==> config.mk <==
export PLATFORM = sky130hd
export DESIGN_NAME = json_string_unescaper_unit
export DESIGN_NICKNAME = d
export VERILOG_FILES = /design/src/rtl/core/jsu_pkg.sv /design/src/rtl/core/jsu_decoder.sv /design/src/rtl/core/jsu_res_queue.sv /design/src/rtl/core/json_string_unescaper_unit.sv
export SDC_FILE = /design/constraint.sdc
export NUM_CORES = 1
export LEC_CHECK = 0
export ABC_AREA = 0
export BUFFER_PORTS_ARGS = -buffer_cell sky130_fd_sc_hd__buf_4
export CAP_MARGIN = 15
export CELL_PAD_IN_SITES_DETAIL_PLACEMENT = 1
export CELL_PAD_IN_SITES_GLOBAL_PLACEMENT = 1
export CORE_ASPECT_RATIO = 0.9
export CORE_UTILIZATION = 40
export DETAILED_ROUTE_END_ITERATION = 10
export GPL_TIMING_DRIVEN = 0
export PLACE_DENSITY_LB_ADDON = 0.05
export RECOVER_POWER = 25
export SYNTH_ARGS = -nofsm -noshare
export SYNTH_HDL_FRONTEND = slang
export SYNTH_SLANG_ARGS = --single-unit
==> constraint.sdc <==
create_clock -name clk_i -period 7.4 [get_ports clk_i]
set_input_delay 1.48 -clock clk_i [delete_from_list [all_inputs] [get_ports clk_i]]
set_output_delay 1.48 -clock clk_i [all_outputs]
set_load 0.1 [all_outputs]
==> src/rtl/core/jsu_pkg.sv <==
// Shared types, codes and helpers for the JSON string unescaper.
`timescale 1ns / 1ps

package jsu_pkg;

  // Capacity limits of the output buffer
  localparam logic [12:0] CapMax   = 13'd4096;
  localparam logic [12:0] CapReset = 13'd128;

  // Most results one request can raise
  localparam int unsigned MaxRes = 3;

  // Characters with a meaning of their own
  localparam logic [7:0] ChQuote  = 8'h22;
  localparam logic [7:0] ChBslash = 8'h5C;
  localparam logic [7:0] ChSlash  = 8'h2F;
  localparam logic [7:0] ChU      = 8'h75;

  typedef enum logic [1:0] {
    KIND_DATA = 2'd0,
    KIND_DONE = 2'd1,
    KIND_ERR  = 2'd2
  } kind_e;

  typedef struct packed {
    logic [7:0] in_byte;
    logic       start_string;
    logic       end_of_input;
  } in_item_t;

  typedef struct packed {
    logic [7:0] out_byte;
    kind_e      out_kind;
    logic       last;
  } out_item_t;

  // Results raised by one request, item 0 first
  typedef struct packed {
    logic [1:0]                 cnt;
    out_item_t [MaxRes-1:0]     items;
  } res_grp_t;

  // Status of the result queue towards the input side
  typedef struct packed {
    logic busy;
    logic freeing;
  } q_stat_t;

  function automatic out_item_t mk_res(logic [7:0] b, kind_e k, logic l);
    out_item_t r;
    r.out_byte = b;
    r.out_kind = k;
    r.last     = l;
    return r;
  endfunction

endpackage

==> src/rtl/core/jsu_decoder.sv <==
// Decoder state and single-pass decode of one request into a result group.
`timescale 1ns / 1ps

module jsu_decoder (
  input  logic               clk_i,
  input  logic               rst_ni,
  input  logic               fire_i,
  input  jsu_pkg::in_item_t  item_i,
  input  logic               cfg_we_i,
  input  logic [12:0]        cfg_wdata_i,
  output jsu_pkg::res_grp_t  grp_o
);
  import jsu_pkg::*;

  typedef enum logic [3:0] {
    PH_IDLE = 4'b0001,
    PH_TEXT = 4'b0010,
    PH_ESC  = 4'b0100,
    PH_HEX  = 4'b1000
  } phase_e;

  phase_e      phase_q, phase_d;
  logic [15:0] hex_q, hex_d;
  logic [1:0]  seen_q, seen_d;
  logic [11:0] bw_q, bw_d;
  logic [12:0] cap_q;

  logic [12:0] cap_eff;
  logic        fit1, fit2, fit3;
  logic        esc_ok;
  logic [7:0]  esc_c;
  logic        dig_ok;
  logic [3:0]  dig;
  logic [15:0] cp;
  logic [7:0]  b;

  assign b = item_i.in_byte;

  // Clamp capacity and work out what still fits
  assign cap_eff = (cap_q > CapMax) ? CapMax : cap_q;
  assign fit1 = ({2'b00, bw_q} + 14'd1) < {1'b0, cap_eff};
  assign fit2 = ({2'b00, bw_q} + 14'd2) < {1'b0, cap_eff};
  assign fit3 = ({2'b00, bw_q} + 14'd3) < {1'b0, cap_eff};

  // Map a single-character escape
  always_comb begin
    esc_ok = 1'b1;
    esc_c  = 8'h00;
    unique case (b)
      ChQuote:  esc_c = ChQuote;
      ChBslash: esc_c = ChBslash;
      ChSlash:  esc_c = ChSlash;
      8'h6E:    esc_c = 8'h0A;
      8'h72:    esc_c = 8'h0D;
      8'h74:    esc_c = 8'h09;
      8'h62:    esc_c = 8'h08;
      8'h66:    esc_c = 8'h0C;
      default:  esc_ok = 1'b0;
    endcase
  end

  // Hex digit of either case
  always_comb begin
    dig_ok = 1'b1;
    dig    = 4'h0;
    if (b >= 8'h30 && b <= 8'h39) begin
      dig = 4'(b - 8'h30);
    end else if (b >= 8'h61 && b <= 8'h66) begin
      dig = 4'(b - 8'h57);
    end else if (b >= 8'h41 && b <= 8'h46) begin
      dig = 4'(b - 8'h37);
    end else begin
      dig_ok = 1'b0;
    end
  end

  assign cp = {hex_q[11:0], dig};

  // Next state and results of this request
  always_comb begin
    phase_d = phase_q;
    hex_d   = hex_q;
    seen_d  = seen_q;
    bw_d    = bw_q;
    grp_o   = '0;
    if (item_i.start_string) begin
      hex_d  = '0;
      seen_d = '0;
      bw_d   = '0;
      if (item_i.end_of_input || b != ChQuote) begin
        phase_d = PH_IDLE;
        grp_o.cnt = 2'd1;
        grp_o.items[0] = mk_res(8'h00, KIND_ERR, 1'b1);
      end else begin
        phase_d = PH_TEXT;
      end
    end else if (phase_q != PH_IDLE && item_i.end_of_input) begin
      phase_d = PH_IDLE;
      grp_o.cnt = 2'd1;
      grp_o.items[0] = mk_res(8'h00, KIND_ERR, 1'b1);
    end else begin
      unique case (phase_q)
        PH_IDLE: begin
          phase_d = PH_IDLE;
        end
        PH_TEXT: begin
          grp_o.cnt = 2'd1;
          if (b == ChQuote) begin
            phase_d = PH_IDLE;
            grp_o.items[0] = mk_res(8'h00, KIND_DONE, 1'b1);
          end else if (b == ChBslash) begin
            phase_d   = PH_ESC;
            grp_o.cnt = 2'd0;
          end else if (!fit1) begin
            phase_d = PH_IDLE;
            grp_o.items[0] = mk_res(8'h00, KIND_ERR, 1'b1);
          end else begin
            bw_d = bw_q + 12'd1;
            grp_o.items[0] = mk_res(b, KIND_DATA, 1'b1);
          end
        end
        PH_ESC: begin
          if (b == ChU) begin
            phase_d = PH_HEX;
            hex_d   = '0;
            seen_d  = '0;
          end else begin
            grp_o.cnt = 2'd1;
            if (esc_ok && fit1) begin
              phase_d = PH_TEXT;
              bw_d    = bw_q + 12'd1;
              grp_o.items[0] = mk_res(esc_c, KIND_DATA, 1'b1);
            end else begin
              phase_d = PH_IDLE;
              grp_o.items[0] = mk_res(8'h00, KIND_ERR, 1'b1);
            end
          end
        end
        PH_HEX: begin
          if (!dig_ok) begin
            phase_d = PH_IDLE;
            grp_o.cnt = 2'd1;
            grp_o.items[0] = mk_res(8'h00, KIND_ERR, 1'b1);
          end else if (seen_q != 2'd3) begin
            hex_d  = cp;
            seen_d = seen_q + 2'd1;
          end else begin
            // Emit the code point as UTF-8, drop it if it does not fit
            hex_d   = '0;
            seen_d  = '0;
            phase_d = PH_TEXT;
            if (cp < 16'h0080) begin
              if (fit1) begin
                grp_o.cnt = 2'd1;
                bw_d = bw_q + 12'd1;
                grp_o.items[0] = mk_res(cp[7:0], KIND_DATA, 1'b1);
              end
            end else if (cp < 16'h0800) begin
              if (fit2) begin
                grp_o.cnt = 2'd2;
                bw_d = bw_q + 12'd2;
                grp_o.items[0] = mk_res(8'hC0 | {3'b000, cp[10:6]}, KIND_DATA, 1'b0);
                grp_o.items[1] = mk_res(8'h80 | {2'b00, cp[5:0]}, KIND_DATA, 1'b1);
              end
            end else begin
              if (fit3) begin
                grp_o.cnt = 2'd3;
                bw_d = bw_q + 12'd3;
                grp_o.items[0] = mk_res(8'hE0 | {4'h0, cp[15:12]}, KIND_DATA, 1'b0);
                grp_o.items[1] = mk_res(8'h80 | {2'b00, cp[11:6]}, KIND_DATA, 1'b0);
                grp_o.items[2] = mk_res(8'h80 | {2'b00, cp[5:0]}, KIND_DATA, 1'b1);
              end
            end
          end
        end
        default: begin
          phase_d = PH_IDLE;
        end
      endcase
    end
  end

  // Advance decoder state on each accepted request
  always_ff @(posedge clk_i or negedge rst_ni) begin
    if (!rst_ni) begin
      phase_q <= PH_IDLE;
      hex_q   <= '0;
      seen_q  <= '0;
      bw_q    <= '0;
    end else if (fire_i) begin
      phase_q <= phase_d;
      hex_q   <= hex_d;
      seen_q  <= seen_d;
      bw_q    <= bw_d;
    end
  end

  // Capacity register
  always_ff @(posedge clk_i or negedge rst_ni) begin
    if (!rst_ni) begin
      cap_q <= CapReset;
    end else if (cfg_we_i) begin
      cap_q <= cfg_wdata_i;
    end
  end

endmodule

==> src/rtl/core/jsu_res_queue.sv <==
// Result register that holds one group and hands its items out one by one.
`timescale 1ns / 1ps

module jsu_res_queue (
  input  logic               clk_i,
  input  logic               rst_ni,
  input  logic               load_i,
  input  jsu_pkg::res_grp_t  grp_i,
  output jsu_pkg::q_stat_t   stat_o,
  output logic               out_valid_o,
  input  logic               out_stall_i,
  output jsu_pkg::out_item_t out_o
);
  import jsu_pkg::*;

  logic     busy_q;
  logic [1:0] idx_q;
  res_grp_t grp_q;
  logic     take;
  logic     fin;

  assign take = busy_q && !out_stall_i;
  assign fin  = take && (idx_q == (grp_q.cnt - 2'd1));

  assign stat_o.busy    = busy_q;
  assign stat_o.freeing = fin;
  assign out_valid_o    = busy_q;
  assign out_o          = grp_q.items[idx_q];

  // Track which item of the group is on offer
  always_ff @(posedge clk_i or negedge rst_ni) begin
    if (!rst_ni) begin
      busy_q <= 1'b0;
      idx_q  <= '0;
    end else if (load_i) begin
      busy_q <= 1'b1;
      idx_q  <= '0;
    end else if (fin) begin
      busy_q <= 1'b0;
    end else if (take) begin
      idx_q <= idx_q + 2'd1;
    end
  end

  // Hold the group payload
  always_ff @(posedge clk_i) begin
    if (load_i) begin
      grp_q <= grp_i;
    end
  end

`ifndef SYNTHESIS
  a_load_free: assert property (@(posedge clk_i) disable iff (!rst_ni)
    load_i |-> (!busy_q || fin))
    else $error("group loaded over one still pending");
  a_idx_range: assert property (@(posedge clk_i) disable iff (!rst_ni)
    busy_q |-> (idx_q < grp_q.cnt))
    else $error("item index beyond group size");
  a_last_flag: assert property (@(posedge clk_i) disable iff (!rst_ni)
    busy_q |-> (out_o.last == (idx_q == (grp_q.cnt - 2'd1))))
    else $error("last flag does not mark the final item");
  a_drain: assert property (@(posedge clk_i) disable iff (!rst_ni)
    (fin && !load_i) |=> !busy_q)
    else $error("queue still busy after final item taken");
`endif

endmodule

==> src/rtl/core/json_string_unescaper_unit.sv <==
// Top level of the JSON string unescaper.
`timescale 1ns / 1ps

// Decodes one quoted JSON string, one byte per request, into its UTF-8 bytes,
// a done result on the closing quote, or an error result. A request is taken
// every cycle while the result register is free or handing out the final item
// of its group; a request raises zero to three results, which the output side
// hands out one by one, so a \u escape that expands to two or three bytes
// holds the input until its final byte is taken. The capacity register may
// be written at any idle time and takes effect on the next request.
module json_string_unescaper_unit (
  input  logic               clk_i,
  input  logic               rst_ni,
  input  logic               in_valid_i,
  output logic               in_stall_o,
  input  jsu_pkg::in_item_t  in_i,
  output logic               out_valid_o,
  input  logic               out_stall_i,
  output jsu_pkg::out_item_t out_o,
  input  logic               cfg_we_i,
  input  logic [12:0]        cfg_wdata_i
);
  import jsu_pkg::*;

  res_grp_t grp;
  q_stat_t  stat;
  logic     fire;

  // Accept when the result register is free or frees this cycle
  assign in_stall_o = stat.busy && !stat.freeing;
  assign fire       = in_valid_i && !in_stall_o;

  jsu_decoder u_dec (
    .clk_i       (clk_i),
    .rst_ni      (rst_ni),
    .fire_i      (fire),
    .item_i      (in_i),
    .cfg_we_i    (cfg_we_i),
    .cfg_wdata_i (cfg_wdata_i),
    .grp_o       (grp)
  );

  jsu_res_queue u_q (
    .clk_i       (clk_i),
    .rst_ni      (rst_ni),
    .load_i      (fire && (grp.cnt != 2'd0)),
    .grp_i       (grp),
    .stat_o      (stat),
    .out_valid_o (out_valid_o),
    .out_stall_i (out_stall_i),
    .out_o       (out_o)
  );

endmodule
**Yosys cells after proc, flatten, opt, wreduce, memory -nomap -nowiden**

Cells that the tools add are included.

- $lt $le $gt $ge: 13
- Equality and inequality tests: 29
- Add/sub/neg operators: 12
- Bitwise logic cells: 3
- Muxes and demuxes: 83
- Multiply operators: 0
- Shifts and indexed selects: 0
- Div/mod/pow operators: 0
- Reductions and logical operators: 27

Operators by type and width:

| operator | number |
|---|---|
| two-way mux 12 bit | 18 |
| two-way mux 11 bit | 11 |
| two-way mux 35 bit | 2 |
| two-way mux 22 bit | 3 |
| == test 8 x 7 -> 1 bit, second input constant | 7 |
| one-hot mux 7 bit (8 select lines) | 1 |
| two-way mux 4 bit | 11 |
| less-than comparator 14 x 13 -> 1 bit | 3 |
| one-hot mux 12 bit (3 select lines) | 1 |
| two-way mux 2 bit | 17 |
| one-hot mux 11 bit (3 select lines) | 1 |
| adder 12 x 2 -> 13 bit, second input constant | 2 |
| adder 12 x 2 -> 12 bit, second input constant | 2 |
| one-hot mux 12 bit (2 select lines) | 1 |
| binary-select mux 11 bit (select 2 bit) | 1 |
| == test 8 x 6 -> 1 bit, second input constant | 2 |
| >= comparator 8 x 7 -> 1 bit, second input constant | 2 |
| less-or-equal comparator 8 x 7 -> 1 bit, second input constant | 2 |
| less-than comparator 16 x 12 -> 1 bit, second input constant | 1 |
| less-than comparator 16 x 8 -> 1 bit, second input constant | 1 |
| OR reduction 8 bit | 2 |
| adder 12 x 1 -> 13 bit, second input constant | 1 |
| greater-than comparator 13 bit, second input constant | 1 |
| two-way mux 13 bit | 1 |
| other kinds (41) | 73 |

- Bits of input ports: 28
- Bits in writable memories: 0
- Register bits after elaboration: 81
- Output and inout bits: 13
- Bits in read-only memories: 0
- Latch bits: 0
- Memories: 0
- Logic and storage cells: 185

**Logic depth before layout (Yosys ltp)**

Gate-level depths: netlist (run 1).

- Word-level depth: 17
- Gate-level depth with buffers: 16
- Mapped depth without buffers: 14

**Cells and area by module**

From an unflattened synthesis (run 1), not the netlist that was laid out.

- Cells, all modules: 759
- Area, all modules: 6815.3 um^2

By module, submodules not included:

| module | instances | cells each | area an instance (um^2) |
|---|---|---|---|
| jsu_decoder | 1 | 654 | 5195.0 |
| jsu_res_queue | 1 | 101 | 1584.0 |
| json_string_unescaper_unit | 1 | 4 | 36.3 |

**Worst setup path before layout (run 1)**

No wires, ideal clock.

- Path type: reg-to-output
- Start: register u_q.idx_q[0]
- End: output port out_o[0] in the netlist's numbering
- Data arrival time: 3061 ps
- Slack: 2859 ps
- Buffers on the path: 1
- Stages on the path, launching flop included: 4
- Cell sequence: dfrtp_1 buf_1 mux2i_1 o21ai_0

RTL lines:

| what | RTL line | source |
|---|---|---|
| from (decl) | jsu_res_queue.sv:17 | `logic [1:0] idx_q;` |
| from (signal assigned) | jsu_res_queue.sv:41 | `idx_q <= idx_q + 2'd1;` |
| to (decl) | json_string_unescaper_unit.sv:19 | `output jsu_pkg::out_item_t out_o,` |

==> impl_metrics.ini, run 1 <==
[critical_path]
critPathArrivalTime_ns = 5.29
cp_slowest_cell = nor4b_1
end_kind = register
reg2reg_to = u_q.grp_q[28]
r2r_start = u_dec.bw_q[1]
slowest_delay_ns = 0.86
path_max_fanout = 30
path_common_cell = ha_1
critPathLaunchType = register
r2r_setup_slack_ns = 2.09
required_ns = 7.38
crit_type = reg -> reg
r2r_cells = 14
cpLargestDelayFamily = simple AND/OR/NAND/NOR gates
path_cells = inv_1 -> ha_1 -> a21oi_1 -> nand2b_1 -> clkbuf_1 -> nor2_1 -> xor2_1 -> ha_1 -> nand4_1 -> a311oi_1 -> a211o_1 -> nor4b_1 -> or2_2 -> o21ba_2
path_buf_inv = 2

[placement]
dpl.cell_count = 920
dp_hpwl_mm = 16.0
pre_cts_slack_ns = 2.19
io_buffers = 39
gp_congestion = 0.898

[floorplan]
initial_core_util_pct = 41.1
io_pins = 41
die_w_microns = 132
core_sq_um = 14700
die_y_microns = 119
die-area_sq_um = 15600
row_count = 42

[cts]
cts_tree = yes
clk_pin_slew_ns = 0.07
cts.sinks = 74
post_cts_resized = 0
htreeDepth = 3
cts-buffers-inserted = 9
clock_latency_ns = 0.36
clockRootBuffer = clkbuf_16
post_cts_buffers = 0
ctsLongestPathBuffers = 2
cts_hold_buf = 0

[cells_and_area]
nets = 803
drive_gt1_share_pct = 12.7
fin_cells = 937
areaGrowthSynthToFinish_pct = 14.5
layout_commonest_cell = nand2_1
final_cell_mix = 74 x nand2_1, 54 x nor2_1, 44 x dfrtp_1
diodes = 0

[sta]
hold_violations = 0
max_freq_ghz = 0.188
fin_ws_ns = 2.09
slew_violations = 47
fin_crit_sh_pct = 71.8
skew_ns = 0.0129
slew_headroom_pct = -87.2
grt_setup_unrepaired = false
final-setup-viol-count = 0
finalSetupTns_ns = 0
tightest_slew_ns = 2.81
fin_crit_ns = 5.31

[logic_synthesis]
yosys_warnings = 0
ys_seq_area_share_pct = 33.0
async_reset_ff_share_pct = 62.2
synth_area_leaders = dfrtp_1 18%, edfxtp_1 14%, ha_1 8.5%
synth_top_area_share_pct = 18.2
yosysUniqueCellTypes = 76
syn_area_sq_um = 6040
postSynthAreaPerCell_sq_um = 8.85
synth_edf_count = 28
synth_top_flop_cell = dfrtp_1
synth_nets = 752
yosys.area.top_type = dfrtp_1
ys_seq_elements = 74
syn_inst = 683

[status]
status = finished with violations
failed_checks = max-capacitance violations, max-slew violations

[detailed_routing]
dr_total_vias = 5753
drc = 0
routed_wl_mm = 21.0
dr.pass1.iters = 4
ant_nets = 0
vias_per_cell = 6.14
drtIter0Drc = 453
wire_per_inst_microns = 22.4

[run]
maxCapViolations = 1

[grt]
grt_pass1_vias = 5907
antenna_found_initial = 0
grt_pass1_wl_mm = 33.6
track_usage_pct = 27.9
grt_max_degree = 47
gr-total-overflow = 0

[worst_hold_path]
worst_hold_path.endpoint = u_dec.seen_q[1]
hold_path_depth = 2
min_from = u_dec.seen_q[1]
hold_path.class = reg -> reg

[power_and_ir_drop]
power_density_nw_per_um2 = 311
peakVddDrop_mv = 0.179
leakagePower_nw = 2.89
total_power_mw = 2.15
cells in the mapped netlist, types with 4 or more instances:
cell	n
ha_1	41
and3_1	4
nor3_1	14
inv_1	24
xnor2_1	17
nor2b_1	9
a31oi_1	5
a211o_1	5
nor4_1	4
nand3_1	15
nor4b_1	4
mux2_2	14
a21oi_1	36
nand4_1	9
o221ai_1	7
o31ai_1	8
o21ai_0	41
a211oi_1	12
a22oi_1	5
mux2_1	7
or3_1	5
nand2_1	74
nor2_1	54
o21a_1	4
dfrtp_1	44
nand2b_1	9
buf_2	6
a22o_1	5
a221oi_1	17
clkbuf_1	28
or2_2	6
xor2_1	17
mux2i_1	10
and2_1	12
edfxtp_1	28
a21o_1	12
through the flow:
step	hold slack [ns]	area (sq um)	utilization, %
floorplan	0.454	6040	-
global placement	0.468	6580	44.7
detailed placement	0.481	6580	44.7
CTS	0.496	6920	47.0
global route	0.541	6920	47.0
finish	0.495	6920	47.0
tightest hold or removal path: cells and delay by family (launching register included):
| family | cells | cell delay, ns |
|---|---|---|
| AO/OA/AOI/OAI | 1 | 0.06 |
| flip-flops | 1 | 0.35 |
| AND/OR/NAND/NOR | 1 | 0.05 |
worst max path at each step:
stage	startpoint	endpoint	slack [ns]	cells after the start
2_1_floorplan	u_q.idx_q[0]	out_o[0]	2.86	3
3_3_place_gp	u_dec.bw_q[1]	u_q.grp_q[25]	2.23	14
3_5_place_dp	u_dec.bw_q[1]	u_q.grp_q[25]	2.19	14
4_1_cts	u_dec.bw_q[1]	u_q.grp_q[10]	2.15	14
5_1_grt	u_dec.bw_q[1]	u_q.grp_q[8]	1.77	14
6_report	u_dec.bw_q[1]	u_q.grp_q[28]	2.09	14
cell families (layout without fill, tap and decap cells):
family | Yosys count | after routing | share of synthesized area (%)
DFF | 74 | 74 | 33.0
adders and majority gates | 41 | 41 | 8.49
muxes | 31 | 31 | 5.57
AOI/OAI and AO/OA | 203 | 203 | 24.3
and+or+nand+nor | 237 | 237 | 19.6
buffers and inverters | 63 | 119 | 4.12
xor gates and xnor gates | 34 | 34 | 4.93
where the power goes:
group | internal, mW | leakage (nW) | switching [mW] | total, mW
Sequential | 0.495 | 0.859 | 0.0503 | 0.545
Clock | 0.310 | 0.165 | 0.199 | 0.509
Combinational | 0.332 | 1.86 | 0.768 | 1.10
area by class of cell:
| type | instances | area, sq um |
|---|---|---|
| buffer | 39 | 159 |
| clock buffer | 10 | 239 |
| clock inverter | 6 | 97.6 |
| fill | 1710 | 7800 |
| inverter | 24 | 90.1 |
| multi-input combinational | 546 | 3800 |
| sequential | 74 | 1990 |
| tap | 198 | 248 |
| timing repair buffer | 40 | 290 |
routing by layer:
| layer | up-vias | share of wire [%] | track usage [%] |
|---|---|---|---|
| li1 | 2665 | - | - |
| met1 | 2904 | 51 | 41.9 |
| met2 | 165 | 42 | 40.5 |
| met3 | 19 | 5.2 | 5.02 |
| met4 | 0 | 1.3 | 7.27 |
| met5 | - | 0 | 0 |
flip-flops by register name, indices dropped and copies added, names as in the netlist:
name / cells
u_dec.bw_q: 12
u_dec.cap_q: 13
u_dec.hex_q: 12
u_dec.phase_q: 4
u_dec.seen_q: 2
u_q.grp_q: 28
u_q.idx_q: 2
u_q.out_valid_o: 1
Power figures use the tool's default switching activity.
==> run 2, diff against run 1 <==
Settings changed: ABC_AREA 0 to 1.
Clock period 7.4 ns to 5.21 ns, I/O delays scaled along.
==> impl_metrics.ini, run 2 <==
[worst_hold_path]
min_from = u_dec.seen_q[0]
worst_hold_path.endpoint = u_dec.seen_q[0]
hold_path.class = reg -> reg
hold_path_depth = 1

[cts]
ctsLongestPathBuffers = 2
clk_pin_slew_ns = 0.07
htreeDepth = 3
clockRootBuffer = clkbuf_16
post_cts_buffers = 0
cts.sinks = 74
cts-buffers-inserted = 9
cts_tree = yes
clock_latency_ns = 0.36

[logic_synthesis]
synth_edf_count = 28
synth_top_area_share_pct = 17.9
ys_seq_area_share_pct = 32.5
async_reset_ff_share_pct = 62.2
yosysMostFrequentCell = nand2_1
ys_seq_elements = 74
synth_area_leaders = dfrtp_1 18%, edfxtp_1 14%, nand2_1 12%
yosys_warnings = 0
postSynthAreaPerCell_sq_um = 7.05
synth_common_cells = 199 x nand2_1, 121 x inv_1, 114 x nor2_1, 54 x nand3_1, 44 x dfrtp_1
synth_nets = 940
yosys.area.top_type = dfrtp_1
yosysUniqueCellTypes = 51
synth_top_flop_cell = dfrtp_1
syn_area_sq_um = 6140
syn_inst = 871

[status]
failed_checks = max-capacitance violations, max-slew violations
status = finished with violations

[grt]
grt_max_degree = 47
antenna_found_initial = 0
grt_pass1_wl_mm = 35.1
gr-total-overflow = 0
grt_pass1_vias = 6414
track_usage_pct = 28.6

[detailed_routing]
routedLengthMet1_mm = 10.7
drtIter0Drc = 484
drc = 0
highest_layer = met4
dr.pass1.iters = 5
routed_wl_mm = 21.6
wl_met2_mm = 9.19
wire_per_inst_microns = 19.3
vias_per_cell = 5.59
dr_wl_met3_mm = 1.48
ant_nets = 0
dr_total_vias = 6270

[critical_path]
slowest_delay_ns = 0.82
path_max_fanout = 28
crit_start = u_dec.bw_q[4]
path_cells = nand2_1 -> nor2_1 -> nand2_1 -> nor2_1 -> nand2_1 -> xor2_1 -> a21oi_1 -> ha_1 -> a21oi_1 -> o21ai_0 -> a221oi_1 -> nand4_1 -> nand3_1 -> nand2_1 -> nand3_2 -> nand2_1 -> clkinvlp_4
r2r_start = u_dec.bw_q[4]
critPathArrivalTime_ns = 4.83
r2r_cells = 17
end_kind = register
reg2reg_to = u_q.grp_q[1]
r2r_setup_slack_ns = 0.37
path_common_cell = nand2_1
required_ns = 5.20
cp_slowest_cell = a221oi_1
critPathLaunchType = register
crit_type = reg -> reg

[floorplan]
die-area_sq_um = 15800
row_count = 42
die_w_microns = 133
io_pins = 41
initial_core_util_pct = 41.3
die_y_microns = 120
core_sq_um = 14900

[power_and_ir_drop]
leakagePower_nw = 3.32
peakVddDrop_mv = 0.371
power_density_nw_per_um2 = 454

[cells_and_area]
nets = 988
fin_cells = 1122
post-route-cell-area_sq_um = 6970
top_register = u_q.grp_q
final_util_pct = 46.8
top_regs = u_q.grp_q (28), u_dec.cap_q (13)
drive_gt1_share_pct = 11.0
diodes = 0
layout_commonest_cell = nand2_1
areaGrowthSynthToFinish_pct = 13.5
final_cell_mix = 199 x nand2_1, 120 x inv_1, 114 x nor2_1
largest_reg_flops = 28

[sta]
hold_violations = 0
fin_crit_ns = 4.84
finalSetupTns_ns = 0
skew_ns = 0.0116
grt_setup_unrepaired = false
fin_crit_sh_pct = 93.0
max_freq_ghz = 0.206
slew_headroom_pct = -89.0
final-setup-viol-count = 0
tightest_slew_ns = 2.84
slew_violations = 47

[placement]
io_buffers = 37
dpl.cell_count = 1106
gp_congestion = 0.883
post_dp_cell_area_sq_um = 6670
dp_hpwl_mm = 17.0

[run]
maxCapViolations = 1
run 2: per-stage QoR:
step | setup WS, ns | power [mW] | hold WS [ns]
floorplan | 0.953 | 2.03 | 0.457
global placement | 0.247 | 2.44 | 0.473
detailed placement | 0.226 | 2.49 | 0.482
CTS | 0.201 | 3.17 | 0.492
global route | 0.0480 | 3.34 | 0.512
finish | 0.365 | 3.16 | 0.492
run 2: report_power, final:
group          switching [mW]  internal [mW]
Combinational            1.28          0.423
Clock                   0.288          0.375
Sequential             0.0752          0.723
Total                    1.64           1.52
run 2: cells by family after synthesis:
| group | share of synthesized area (%) |
|---|---|
| compound gates | 13.4 |
| xor+xnor | 2.85 |
| fa+ha+maj | 8.36 |
| buf+inv | 10.1 |
| flops | 32.5 |
| mux | 1.77 |
| simple gates | 31.0 |
run 2: routing by layer:
layer	up-vias	track usage, %
li1	2982	-
met1	3071	42.6
met2	195	42.6
met3	22	6.08
met4	0	5.10
met5	-	0
run 2: area by class of cell:
type	count	area (sq um)
Clock buffer	9	225
Timing Repair Buffer	37	274
Multi-Input combinational cell	640	3520
Inverter	130	493
Fill cell	1934	7910
Clock inverter	7	76.3
Tap cell	198	248
Buffer	27	131
Sequential cell	74	1990
run 2: timing repair:
item / 4_1_cts / 5_1_grt
endpoints found under the setup margin: 0 / 28
hold buffers: 0 / 0
resized for setup: 0 / 1
run 2: how the worst max path moves through the flow:
stage	endpoint	slack, ns
after detailed placement	u_q.grp_q[8]	0.23
after global placement	u_q.grp_q[8]	0.25
after CTS	u_q.grp_q[1]	0.20
final	u_q.grp_q[1]	0.37
after floorplan	out_o[0]	0.95
after global routing	u_q.grp_q[1]	0.05
run 2: worst max-delay path: cells and delay by family, from the launching register on:
family	cells	cell delay (ns)
and+or+nand+nor	10	1.56
xor gates and xnor gates	1	0.18
AOI/OAI and AO/OA	4	1.45
DFF	1	0.48
buffers and inverters	1	0.46
adders and majority gates	1	0.32
